`src/hw/rtl/tcu_pkg.sv`:
```
// shared types and constants of the threshold centroid unit
package tcu_pkg;

	localparam int GRAY_W  = 8;
	localparam int COORD_W = 10;
	localparam int THR_W   = 9;
	localparam int SUM_W   = 30;
	localparam int CNT_W   = 21;
	localparam int POS_LIM_W = 13;

	localparam logic [THR_W-1:0] THR_RESET = 9'd100;

	// frame limits, compared against the 10-bit coordinates
	localparam logic [POS_LIM_W-1:0] MAX_WIDTH  = 13'd1024;
	localparam logic [POS_LIM_W-1:0] MAX_HEIGHT = 13'd1024;

	localparam logic [SUM_W:0]   SUM_LIMIT   = 31'h3FFF_FFFF;
	localparam logic [CNT_W-1:0] COUNT_LIMIT = 21'h1F_FFFF;

	// quotient fits in COORD_W bits since every sum stays below 1024 * count
	localparam int DIV_STEPS = COORD_W;
	localparam int STEP_W    = $clog2(DIV_STEPS);
	localparam logic [STEP_W-1:0] LAST_STEP = STEP_W'(DIV_STEPS - 1);

	typedef enum logic [1:0] {
		ST_ACCUM,
		ST_DIVIDE,
		ST_WAIT
	} tcu_state_t;

	typedef struct packed {
		logic accept;    // pixel transfer this cycle
		logic close;     // the transferred pixel ends the frame
		logic div_step;  // advance both dividers by one quotient bit
		logic load_out;  // move the quotients into the output register
	} tcu_cmd_t;

endpackage

```
`src/hw/rtl/tcu_div.sv`:
```
// restoring divider, one quotient bit per step, for a quotient below 2**COORD_W
module tcu_div
	import tcu_pkg::*;
(
	input  logic               clk,
	input  logic               load,
	input  logic               step,
	input  logic [SUM_W-1:0]   dividend,
	input  logic [CNT_W-1:0]   divisor,
	output logic [COORD_W-1:0] quotient
);

	logic [CNT_W-1:0]   rem_q;
	logic [CNT_W-1:0]   div_q;
	logic [COORD_W-1:0] bits_q;
	logic [CNT_W:0]     trial;
	logic               ge;

	assign trial = {rem_q, bits_q[COORD_W-1]};
	assign ge    = trial >= {1'b0, div_q};

	always_ff @(posedge clk) begin
		if (load) begin
			// upper bits are already below the divisor
			rem_q  <= CNT_W'(dividend[SUM_W-1:COORD_W]);
			div_q  <= divisor;
			bits_q <= dividend[COORD_W-1:0];
		end else if (step) begin
			rem_q  <= ge ? CNT_W'(trial - {1'b0, div_q}) : trial[CNT_W-1:0];
			bits_q <= {bits_q[COORD_W-2:0], ge};
		end
	end

	assign quotient = bits_q;

endmodule

```
`src/hw/rtl/tcu_datapath.sv`:
```
// accumulators, threshold register, dividers and output register
module tcu_datapath
	import tcu_pkg::*;
(
	input  logic               clk,
	input  logic               arst_n,
	input  tcu_cmd_t           cmd,
	input  logic               cfg_wr_en,
	input  logic [THR_W-1:0]   cfg_wr_data,
	input  logic [GRAY_W-1:0]  gray,
	input  logic [COORD_W-1:0] pos_x,
	input  logic [COORD_W-1:0] pos_y,
	output logic [COORD_W-1:0] center_x,
	output logic [COORD_W-1:0] center_y,
	output logic               empty_frame
);

	logic [THR_W-1:0]   thr_q;
	logic [SUM_W-1:0]   sum_x_q;
	logic [SUM_W-1:0]   sum_y_q;
	logic [CNT_W-1:0]   cnt_q;
	logic               empty_q;
	logic [COORD_W-1:0] center_x_q;
	logic [COORD_W-1:0] center_y_q;
	logic               empty_frame_q;

	logic               in_frame;
	logic               dark;
	logic               room;
	logic               hit;
	logic [SUM_W:0]     add_x;
	logic [SUM_W:0]     add_y;
	logic [SUM_W-1:0]   sum_x_nxt;
	logic [SUM_W-1:0]   sum_y_nxt;
	logic [CNT_W-1:0]   cnt_nxt;
	logic [COORD_W-1:0] quot_x;
	logic [COORD_W-1:0] quot_y;

	always_comb begin
		in_frame = ({3'b000, pos_x} < MAX_WIDTH) && ({3'b000, pos_y} < MAX_HEIGHT);
		dark   = {1'b0, gray} < thr_q;
		add_x  = {1'b0, sum_x_q} + (SUM_W+1)'(pos_x);
		add_y  = {1'b0, sum_y_q} + (SUM_W+1)'(pos_y);
		// a pixel that would overflow any accumulator is dropped
		room   = (add_x <= SUM_LIMIT) && (add_y <= SUM_LIMIT) && (cnt_q < COUNT_LIMIT);
		hit    = in_frame && dark && room;
		sum_x_nxt = hit ? add_x[SUM_W-1:0] : sum_x_q;
		sum_y_nxt = hit ? add_y[SUM_W-1:0] : sum_y_q;
		cnt_nxt   = hit ? cnt_q + CNT_W'(1) : cnt_q;
	end

	always_ff @(posedge clk or negedge arst_n) begin
		if (!arst_n) begin
			thr_q   <= THR_RESET;
			sum_x_q <= '0;
			sum_y_q <= '0;
			cnt_q   <= '0;
		end else begin
			if (cfg_wr_en) begin
				thr_q <= cfg_wr_data;
			end
			if (cmd.accept) begin
				if (cmd.close) begin
					sum_x_q <= '0;
					sum_y_q <= '0;
					cnt_q   <= '0;
				end else begin
					sum_x_q <= sum_x_nxt;
					sum_y_q <= sum_y_nxt;
					cnt_q   <= cnt_nxt;
				end
			end
		end
	end

	always_ff @(posedge clk) begin
		if (cmd.close) begin
			empty_q <= (cnt_nxt == '0);
		end
		if (cmd.load_out) begin
			center_x_q    <= empty_q ? '0 : quot_x;
			center_y_q    <= empty_q ? '0 : quot_y;
			empty_frame_q <= empty_q;
		end
	end

	tcu_div u_div_x (
		.clk      (clk),
		.load     (cmd.close),
		.step     (cmd.div_step),
		.dividend (sum_x_nxt),
		.divisor  (cnt_nxt),
		.quotient (quot_x)
	);

	tcu_div u_div_y (
		.clk      (clk),
		.load     (cmd.close),
		.step     (cmd.div_step),
		.dividend (sum_y_nxt),
		.divisor  (cnt_nxt),
		.quotient (quot_y)
	);

	assign center_x    = center_x_q;
	assign center_y    = center_y_q;
	assign empty_frame = empty_frame_q;

endmodule

```
`src/hw/rtl/tcu_ctrl.sv`:
```
// controller: pixel transfers, divide sequencing and output handshake
module tcu_ctrl
	import tcu_pkg::*;
(
	input  logic     clk,
	input  logic     arst_n,
	input  logic     in_valid,
	output logic     in_ready,
	input  logic     frame_end,
	output logic     out_valid,
	input  logic     out_ready,
	output tcu_cmd_t cmd
);

	tcu_state_t        state_q;
	tcu_state_t        state_nxt;
	logic [STEP_W-1:0] step_q;
	logic              out_valid_q;

	always_ff @(posedge clk or negedge arst_n) begin
		if (!arst_n) begin
			state_q     <= ST_ACCUM;
			step_q      <= '0;
			out_valid_q <= 1'b0;
		end else begin
			state_q <= state_nxt;
			if (cmd.close) begin
				step_q <= '0;
			end else if (cmd.div_step) begin
				step_q <= step_q + STEP_W'(1);
			end
			if (cmd.load_out) begin
				out_valid_q <= 1'b1;
			end else if (out_ready) begin
				out_valid_q <= 1'b0;
			end
		end
	end

	always_comb begin
		state_nxt    = state_q;
		in_ready     = 1'b0;
		cmd.accept   = 1'b0;
		cmd.close    = 1'b0;
		cmd.div_step = 1'b0;
		cmd.load_out = 1'b0;
		case (state_q)
			ST_ACCUM: begin
				in_ready   = 1'b1;
				cmd.accept = in_valid;
				cmd.close  = in_valid && frame_end;
				if (cmd.close) begin
					state_nxt = ST_DIVIDE;
				end
			end
			ST_DIVIDE: begin
				cmd.div_step = 1'b1;
				if (step_q == LAST_STEP) begin
					state_nxt = ST_WAIT;
				end
			end
			ST_WAIT: begin
				// previous result must have left the output register
				if (!out_valid_q || out_ready) begin
					cmd.load_out = 1'b1;
					state_nxt    = ST_ACCUM;
				end
			end
			default: begin
				state_nxt = ST_ACCUM;
			end
		endcase
	end

	assign out_valid = out_valid_q;

endmodule

```
`src/hw/rtl/threshold_centroid_unit.sv`:
```
// top level of the threshold centroid unit
//
// Pixels arrive on the input channel (in_valid/in_ready) with gray, pos_x,
// pos_y and frame_end. A pixel with gray below the dark threshold and inside
// the frame adds its coordinates to the running sums. The transfer of a pixel
// with frame_end set closes the frame: its sums go to two restoring dividers
// and the accumulators clear. One result per frame appears on the output
// channel (out_valid/out_ready): the truncated mean column and row, or zero
// coordinates with empty_frame set when no pixel was counted.
// Throughput: one pixel per cycle within a frame; after the closing pixel
// in_ready stays low through the 10 divide steps, one quotient bit each,
// and then the load of the output register, which waits while that
// register still holds a result the receiver has not taken.
// The output register lets a new frame stream in while a result waits; once
// that frame has closed and divided, a stalled receiver keeps in_ready low
// until the waiting result transfers.
// cfg_wr_en writes the dark threshold; the user writes it only while idle, the block does not enforce this.
// Reset clears sums and output valid and sets the threshold to 100.
module threshold_centroid_unit
	import tcu_pkg::*;
(
	input  logic               clk,
	input  logic               arst_n,
	input  logic               cfg_wr_en,
	input  logic [THR_W-1:0]   cfg_wr_data,
	input  logic               in_valid,
	output logic               in_ready,
	input  logic [GRAY_W-1:0]  gray,
	input  logic [COORD_W-1:0] pos_x,
	input  logic [COORD_W-1:0] pos_y,
	input  logic               frame_end,
	output logic               out_valid,
	input  logic               out_ready,
	output logic [COORD_W-1:0] center_x,
	output logic [COORD_W-1:0] center_y,
	output logic               empty_frame
);

	tcu_cmd_t cmd;

	tcu_ctrl u_ctrl (
		.clk       (clk),
		.arst_n    (arst_n),
		.in_valid  (in_valid),
		.in_ready  (in_ready),
		.frame_end (frame_end),
		.out_valid (out_valid),
		.out_ready (out_ready),
		.cmd       (cmd)
	);

	tcu_datapath u_datapath (
		.clk         (clk),
		.arst_n      (arst_n),
		.cmd         (cmd),
		.cfg_wr_en   (cfg_wr_en),
		.cfg_wr_data (cfg_wr_data),
		.gray        (gray),
		.pos_x       (pos_x),
		.pos_y       (pos_y),
		.center_x    (center_x),
		.center_y    (center_y),
		.empty_frame (empty_frame)
	);

endmodule

```
`config.mk`:
```
export PLATFORM = sky130hd
export DESIGN_NAME = threshold_centroid_unit
export DESIGN_NICKNAME = d
export VERILOG_FILES = /design/src/hw/rtl/tcu_pkg.sv /design/src/hw/rtl/tcu_div.sv /design/src/hw/rtl/tcu_datapath.sv /design/src/hw/rtl/tcu_ctrl.sv /design/src/hw/rtl/threshold_centroid_unit.sv
export SDC_FILE = /design/constraint.sdc
export NUM_CORES = 1
export LEC_CHECK = 0
export ABC_AREA = 1
export BUFFER_PORTS_ARGS = -buffer_cell sky130_fd_sc_hd__buf_2
export CORE_ASPECT_RATIO = 0.5
export CORE_MARGIN = 8
export CORE_UTILIZATION = 36
export CTS_CLUSTER_SIZE = 24
export DETAILED_ROUTE_END_ITERATION = 8
export MAX_ROUTING_LAYER = met4
export PLACE_DENSITY = 0.61
export SLEW_MARGIN = 10
export SYNTH_ARGS = -nofsm -noshare
export SYNTH_HDL_FRONTEND = slang
export SYNTH_SLANG_ARGS = --single-unit
```
`constraint.sdc`:
```
create_clock -name clk -period 2.6 [get_ports clk]
set_clock_uncertainty 0.1 [all_clocks]
set_input_delay 0.52 -clock clk [delete_from_list [all_inputs] [get_ports clk]]
set_output_delay 0.52 -clock clk [all_outputs]
set_load 0.05 [all_outputs]
```
==> impl_metrics.py, run 1 <==
metrics = {
    "setup_path": {
        "worst_setup_path_start_kind": "register",
        "timing.rr.start": "u_datapath.sum_x_q[0]",
        "slowest_delay_ps": 410,
        "crit_start": "u_datapath.sum_x_q[0]",
        "cp_slowest_cell": "dfrtp_1",
        "critPathMaxFanout": 5,
        "path_cells": "ha_4 > fa_2 > nand2_1 > nand3_2 > nand2_2 > nand2_4 > nand2_4 > nand4_4 > buf_12 > inv_12 > buf_12 > nand3_4 > xor2_1 > buf_4 > nor2_1 > o21bai_1",
        "endpoint_kind": "register",
        "worstPathRequired_ps": 2780,
        "worst_ep_arrival_time_ps": 2930,
        "critical_path_class": "reg -> reg",
    },
    "yosys": {
        "synth-seq-area-share_pct": 41.0,
        "synth_edf_count": 103,
        "synth_flop_cell": "edfxtp_1",
        "avgSynthCellArea_um2": 7.94,
        "synth_cell_types": 52,
        "synth_area_leaders": "edfxtp_1 23%, dfrtp_1 17%, nand2_1 11%",
        "yosys.area.top_type": "edfxtp_1",
        "syn_area_mm2": 0.0136,
        "ys_top_cells_by_count": "400 x nand2_1, 212 x inv_1, 146 x o21ai_0",
        "async_reset_ff_share_pct": 48.0,
        "synth.most_common_cell": "nand2_1",
        "synth_fp_nets": 1828,
        "synth-seq-cells": 202,
        "synth_top_area_share_pct": 22.8,
        "yosys_warnings": 0,
        "synth_cells": 1709,
    },
    "layout": {
        "finish.utilization_pct": 51.5,
        "final_cell_area_mm2": 0.0192,
        "nFillCells": 3419,
        "nNetsFinal": 2184,
        "area_growth_syn_to_layout_pct": 41.4,
        "fin_cells": 2577,
        "seq_area_mm2": 0.00556,
        "multi_input_area_mm2": 0.00819,
        "drive_gt1_share_pct": 33.6,
    },
    "global_route": {
        "grt_pass1_wl_um": 67500,
        "busiest_layer": "met2",
        "overflow": 0,
        "grt_util_met3_pct": 2.17,
        "antenna_found_initial": 1,
        "track_usage_pct": 18.8,
        "grt_pass1_vias": 12600,
        "met2_usage_pct": 30.3,
        "grt.met1_usage_pct": 25.7,
        "grt_max_degree": 72,
    },
    "floorplan": {
        "fp-row-count": 50,
        "ios": 66,
        "design.core.area_mm2": 0.0373,
        "fp.dieW_um": 291,
        "die-area_mm2": 0.0445,
        "start_util_pct": 36.4,
        "die_h_um": 153,
    },
    "power_and_ir_drop": {
        "clkPwrFrac_pct": 13.9,
        "switching_share_pct": 42.0,
        "power_density_mw_per_mm2": 1230,
        "p_int_w": 0.0136,
        "leakagePower_nw": 8.57,
        "p_sw_w": 0.00989,
        "vdd_drop_max_uv": 499,
        "p_total_w": 0.0235,
        "pwr-share-seq_pct": 25.1,
        "power_frac_comb_pct": 61.0,
    },
    "route": {
        "routedWlPerCell_um": 17.0,
        "drt_iter0_drc": 1084,
        "vias_per_cell": 5.13,
        "ant_nets": 0,
        "drt_pass1_iterations": 6,
        "route.detailed.drc": 0,
        "vias": 13200,
        "drt-total-wl_um": 43800,
    },
    "timing": {
        "setup_viol": 54,
        "max_freq_mhz": 364,
        "period_minus_slack_ps": 2740,
        "fin_crit_sh_pct": 106,
        "drv_slew": 0,
        "rsz0062_at_grt": "true",
        "fin_ws_ps": -144,
        "relSlewSlack_pct": 46.0,
        "worstMarginPinSlew_ps": 809,
        "hold_violations": 0,
    },
    "place": {
        "dpl.hpwl_um": 30700,
        "io_buffers": 65,
        "placement.setup.worst_slack_ps": -450,
        "place_area_mm2": 0.0164,
        "dp_cells": 2479,
        "gp_congestion": 0.916,
    },
    "clock_tree": {
        "cts_root_buffer": "clkbuf_16",
        "cts_made_buffers": 23,
        "clock_latency_ps": 540,
        "clk_pin_slew_ps": 60,
        "cts_tree": "built",
        "h-tree-depth": 1,
        "cts.sinks": 202,
        "cts.path.max_buffers": 3,
    },
    "hold_path": {
        "hold_start": "cfg_wr_data[7]",
        "hp-class": "in -> reg",
    },
    "job": {
        "drv_cap": 0,
    },
    "status": {
        "violations": "negative setup slack",
        "status": "complete, but fails checks",
    },
}
[cell type report]
type / instances / share of cell area (%)
well taps: 494 / 3.22
inverters: 222 / 4.45
repair inverters: 1 / 0.0587
flip-flops and latches: 202 / 29.0
clock inverters: 13 / 0.652
repair buffers: 382 / 16.8
diodes: 1 / 0.0130
clock buffers: 29 / 3.17
multi-input cells: 1233 / 42.7
[state kept, by name, summed over array words and instances, names as in the netlist, 10 cells and up]
name                         count
u_datapath.sum_x_q              30
u_datapath.center_x             10
u_datapath.u_div_x.div_q        21
u_datapath.u_div_x.rem_q        21
u_datapath.sum_y_q              30
u_datapath.u_div_y.rem_q        21
u_datapath.center_y             10
u_datapath.u_div_x.quotient     10
u_datapath.u_div_y.quotient     10
u_datapath.cnt_q                21
[worst paths after layout]
| path | depth (start not counted) | end | slack (ps) |
|---|---|---|---|
| min in group asynchronous | 2 | u_datapath.sum_x_q[6] | 380 |
| max in group asynchronous | 3 | u_datapath.thr_q[5] | 1370 |
| worst min register to register | 2 | u_datapath.u_div_y.rem_q[20] | 360 |
| worst max register to register | 16 | u_datapath.u_div_x.rem_q[10] | -140 |
| worst max-delay path | 16 | u_datapath.u_div_x.rem_q[10] | -140 |
| worst min-delay path | 3 | u_datapath.thr_q[7] | 80 |
[critical path, delay by kind of cell, from the launching register on]
family | cells | cell delay [ps]
xor+xnor | 1 | 150
compound gates | 1 | 150
fa+ha+maj | 2 | 510
flops | 1 | 410
simple gates | 8 | 670
buf+inv | 4 | 510
[cells by family (layout without fill, tap and decap cells)]
kind of cell / Yosys count / in the layout / share of synthesized area, %
and+or+nand+nor: 703 / 703 / 22.3
AOI/OAI and AO/OA: 347 / 347 / 14.5
buffers and inverters: 274 / 647 / 8.03
DFF: 202 / 202 / 41.0
xor gates and xnor gates: 99 / 99 / 6.39
adders and majority gates: 76 / 76 / 7.23
muxes: 8 / 8 / 0.590
other: 0 / 1 / 0
[power groups by stage]
| stage | logic [W] | clock network, W | registers [W] |
|---|---|---|---|
| floorplan | 0.00675 | 0 | 0.00563 |
| global placement | 0.0114 | 0 | 0.00576 |
| CTS | 0.0127 | 0.00333 | 0.00581 |
| detailed placement | 0.0115 | 0 | 0.00578 |
| global route | 0.0157 | 0.00345 | 0.00603 |
| finish | 0.0144 | 0.00326 | 0.00590 |
[stage by stage]
stage,hold WS [ps],TNS [ps]
after CTS,62.6,-2250
after floorplan,124,-295
after global routing,84.0,-12240
after global placement,354,-30650
after detailed placement,357,-33860
final,83.2,-3590
[timing repair]
action,in CTS,in global routing
cloned,4,6
endpoints found under the hold margin,28,0
buffers inserted,28,19
hold buffers,1,0
pin swaps,46,37
setup endpoints to repair,147,134
gates resized for setup,169,210
[layer usage]
metal / vias up / share of wire [%]
met5: - / 0
li1: 6472 / -
met2: 338 / 47
met3: 82 / 4.9
met4: 0 / 2.1
met1: 6316 / 46
[layout by cell type, fill, tap and decap left out, types with 18 or more instances in the layout]
master	Yosys	layout
a21oi_1	60	45
buf_12	0	21
buf_2	17	64
buf_4	1	265
buf_6	3	21
clkbuf_16	0	29
dfrtp_1	94	94
edfxtp_1	103	103
ha_1	72	41
ha_4	0	30
inv_1	212	190
inv_2	8	28
nand2_1	400	359
nand2_2	11	40
nand3_1	80	66
nand4_1	25	25
nor2_1	114	89
nor3_1	37	33
o211ai_1	20	20
o21ai_0	146	69
o21ai_1	28	54
o21ai_2	3	47
o22ai_1	49	39
xnor2_1	19	18
xor2_1	80	70
(Power assumes the default switching activity.)
==> run 2, diff against run 1 <==
--- a/config.mk
+++ b/config.mk
@@ -6,14 +6,15 @@
 export NUM_CORES = 1
 export LEC_CHECK = 0
 export ABC_AREA = 1
-export BUFFER_PORTS_ARGS = -buffer_cell sky130_fd_sc_hd__buf_2
 export CORE_ASPECT_RATIO = 0.5
 export CORE_MARGIN = 8
 export CORE_UTILIZATION = 36
 export CTS_CLUSTER_SIZE = 24
 export DETAILED_ROUTE_END_ITERATION = 8
+export DONT_BUFFER_PORTS = 1
 export MAX_ROUTING_LAYER = met4
-export PLACE_DENSITY = 0.61
+export PLACE_DENSITY = 0.6
+export SETUP_SLACK_MARGIN = 0.1
 export SLEW_MARGIN = 10
 export SYNTH_ARGS = -nofsm -noshare
 export SYNTH_HDL_FRONTEND = slang
==> impl_metrics.py, run 2 (synthesis gave the netlist of run 1 again) <==
metrics = {
    "status": {
        "status": "complete, but fails checks",
        "violations": "negative hold slack, negative setup slack",
    },
    "timing": {
        "setup_viol": 56,
        "relSlewSlack_pct": 42.6,
        "max_freq_mhz": 365,
        "rsz0062_at_grt": "true",
        "fin_ws_ps": -139,
        "holdWs_ps": -409,
        "fin_crit_sh_pct": 105,
        "period_minus_slack_ps": 2740,
        "hold_violations": 97,
        "worstMarginPinSlew_ps": 862,
        "drv_slew": 0,
    },
    "layout": {
        "final_cell_mix": "332 x nand2_1, 281 x buf_4, 186 x inv_1",
        "nNetsFinal": 2146,
        "antennaDiodeCount": 0,
        "layout_commonest_cell": "nand2_1",
        "area_growth_syn_to_layout_pct": 43.4,
        "largestRegisters": "u_datapath.sum_x_q x30, u_datapath.sum_y_q x30",
        "drive_gt1_share_pct": 34.6,
    },
    "setup_path": {
        "path_cells": "inv_2 > buf_12 > ha_4 > a21oi_4 > o21ai_2 > a21oi_2 > nand3_2 > buf_4 > buf_4 > buf_4 > buf_4 > buf_4 > nand2_1 > nand3_2 > o211ai_1 > o21ai_1",
        "timing.rr.start": "u_datapath.u_div_x.div_q[11]",
        "critical_path_class": "reg -> reg",
        "ff2ff_path_depth": 16,
        "cp_slowest_cell": "edfxtp_1",
        "worst_ep_arrival_time_ps": 2910,
        "r2r_end": "u_datapath.u_div_y.rem_q[18]",
        "crit_top_cell": "buf_4",
        "endpoint_kind": "register",
        "reg2reg_slack_ps": -140,
        "slowest_delay_ps": 410,
        "critPathMaxFanout": 3,
        "worstPathRequired_ps": 2770,
        "worst_setup_path_start_kind": "register",
        "crit_start": "u_datapath.u_div_x.div_q[11]",
        "endpoint": "u_datapath.u_div_y.rem_q[18]",
    },
    "global_route": {
        "overflow": 0,
        "grt_max_degree": 98,
        "antenna_found_initial": 0,
        "grt_pass1_vias": 12700,
        "grt_pass1_wl_um": 67500,
        "track_usage_pct": 19.0,
    },
    "route": {
        "route.met2.wl_um": 20200,
        "wl_met1_um": 20100,
        "vias_per_cell": 5.05,
        "drt_pass1_iterations": 5,
        "drt-total-wl_um": 43200,
        "dr.max_layer_used": "met4",
        "met3WireLength_um": 2000,
        "routedWlPerCell_um": 17.0,
        "drt_iter0_drc": 800,
        "vias": 12800,
        "ant_nets": 0,
        "route.detailed.drc": 0,
    },
    "floorplan": {
        "die-area_mm2": 0.0445,
        "ios": 66,
        "design.core.area_mm2": 0.0373,
        "fp.dieW_um": 291,
        "fp-row-count": 50,
        "die_h_um": 153,
        "start_util_pct": 36.4,
    },
    "place": {
        "io_buffers": 0,
        "gp_congestion": 0.933,
        "placement.setup.worst_slack_ps": -359,
        "dpl.hpwl_um": 29900,
    },
    "clock_tree": {
        "clk_pin_slew_ps": 60,
        "h-tree-depth": 1,
        "cts.sinks": 202,
        "holdBufCountCts": 7,
        "cts_tree": "built",
        "cts_made_buffers": 22,
        "cts_root_buffer": "clkbuf_16",
        "cts.path.max_buffers": 3,
        "clock_latency_ps": 530,
    },
    "hold_path": {
        "hp-class": "in -> async",
    },
    "power_and_ir_drop": {
        "power_density_mw_per_mm2": 1250,
        "vdd_drop_max_uv": 594,
        "leakagePower_nw": 8.51,
    },
    "job": {
        "drv_cap": 0,
    },
}
==> run 2: area by class of cell <==
class	instances	area, um2
Clock buffer	35	641
Clock inverter	5	76.3
Fill cell	3348	17800
Inverter	222	861
Multi-Input combinational cell	1233	8630
Sequential cell	202	5560
Tap cell	494	618
Timing Repair Buffer	345	3070
Timing Repair inverter	1	8.76
==> run 2: worst min path at each step <==
stage	from	end	slack (ps)	cells past startpoint
finish	arst_n	u_datapath.sum_x_q[0]	-410	0
detailed placement	arst_n	u_datapath.sum_x_q[0]	130	0
floorplan	arst_n	u_ctrl.out_valid	120	0
global route	arst_n	u_datapath.sum_x_q[0]	-420	0
CTS	arst_n	u_datapath.sum_x_q[0]	-430	0
global placement	arst_n	u_datapath.sum_x_q[0]	130	0
==> run 2: per-layer routing <==
layer	GRT usage (%)	up-vias
met5	-	-
met4	4.51	0
met3	2.67	57
met2	31.0	269
met1	25.0	6112
li1	-	6385
==> run 2: critical path: cells and delay by family, from the launching register on <==
kind	cells	cell delay (ps)
buffers and inverters	7	890
AOI/OAI and AO/OA	5	570
DFF	1	410
and+or+nand+nor	3	300
adders and majority gates	1	200
==> run 2: timing repair <==
item / 4_1_cts / 5_1_grt
hold endpoints to repair: 107 / 97
gates cloned: 8 / 1
pin swaps: 39 / 32
setup buffers: 63 / 15
gates resized for setup: 297 / 163
endpoints found under the setup margin: 160 / 165
==> run 2: per-stage QoR <==
| stage | cell area [um2] | std cells | util [%] | power, W | TNS (ps) |
|---|---|---|---|---|---|
| 2_1_floorplan | 13700 | 1709 | - | 0.0125 | -399 |
| 3_3_place_gp | 16100 | 2414 | 43.1 | 0.0172 | -14200 |
| 3_5_place_dp | 16100 | 2414 | 43.1 | 0.0173 | -16510 |
| 4_1_cts | 18700 | 2527 | 50.1 | 0.0229 | -2300 |
| 5_1_grt | 19500 | 2537 | 52.2 | 0.0259 | -13750 |
| 6_report | 19500 | 2537 | 52.2 | 0.0243 | -3640 |
==> run 2: report_power, final <==
part / internal [W] / switching (W) / leakage, nW / total [W]
Sequential: 0.00498 / 0.00103 / 2.30 / 0.00601
Combinational: 0.00724 / 0.00783 / 5.86 / 0.0151
Clock: 0.00189 / 0.00133 / 0.350 / 0.00322
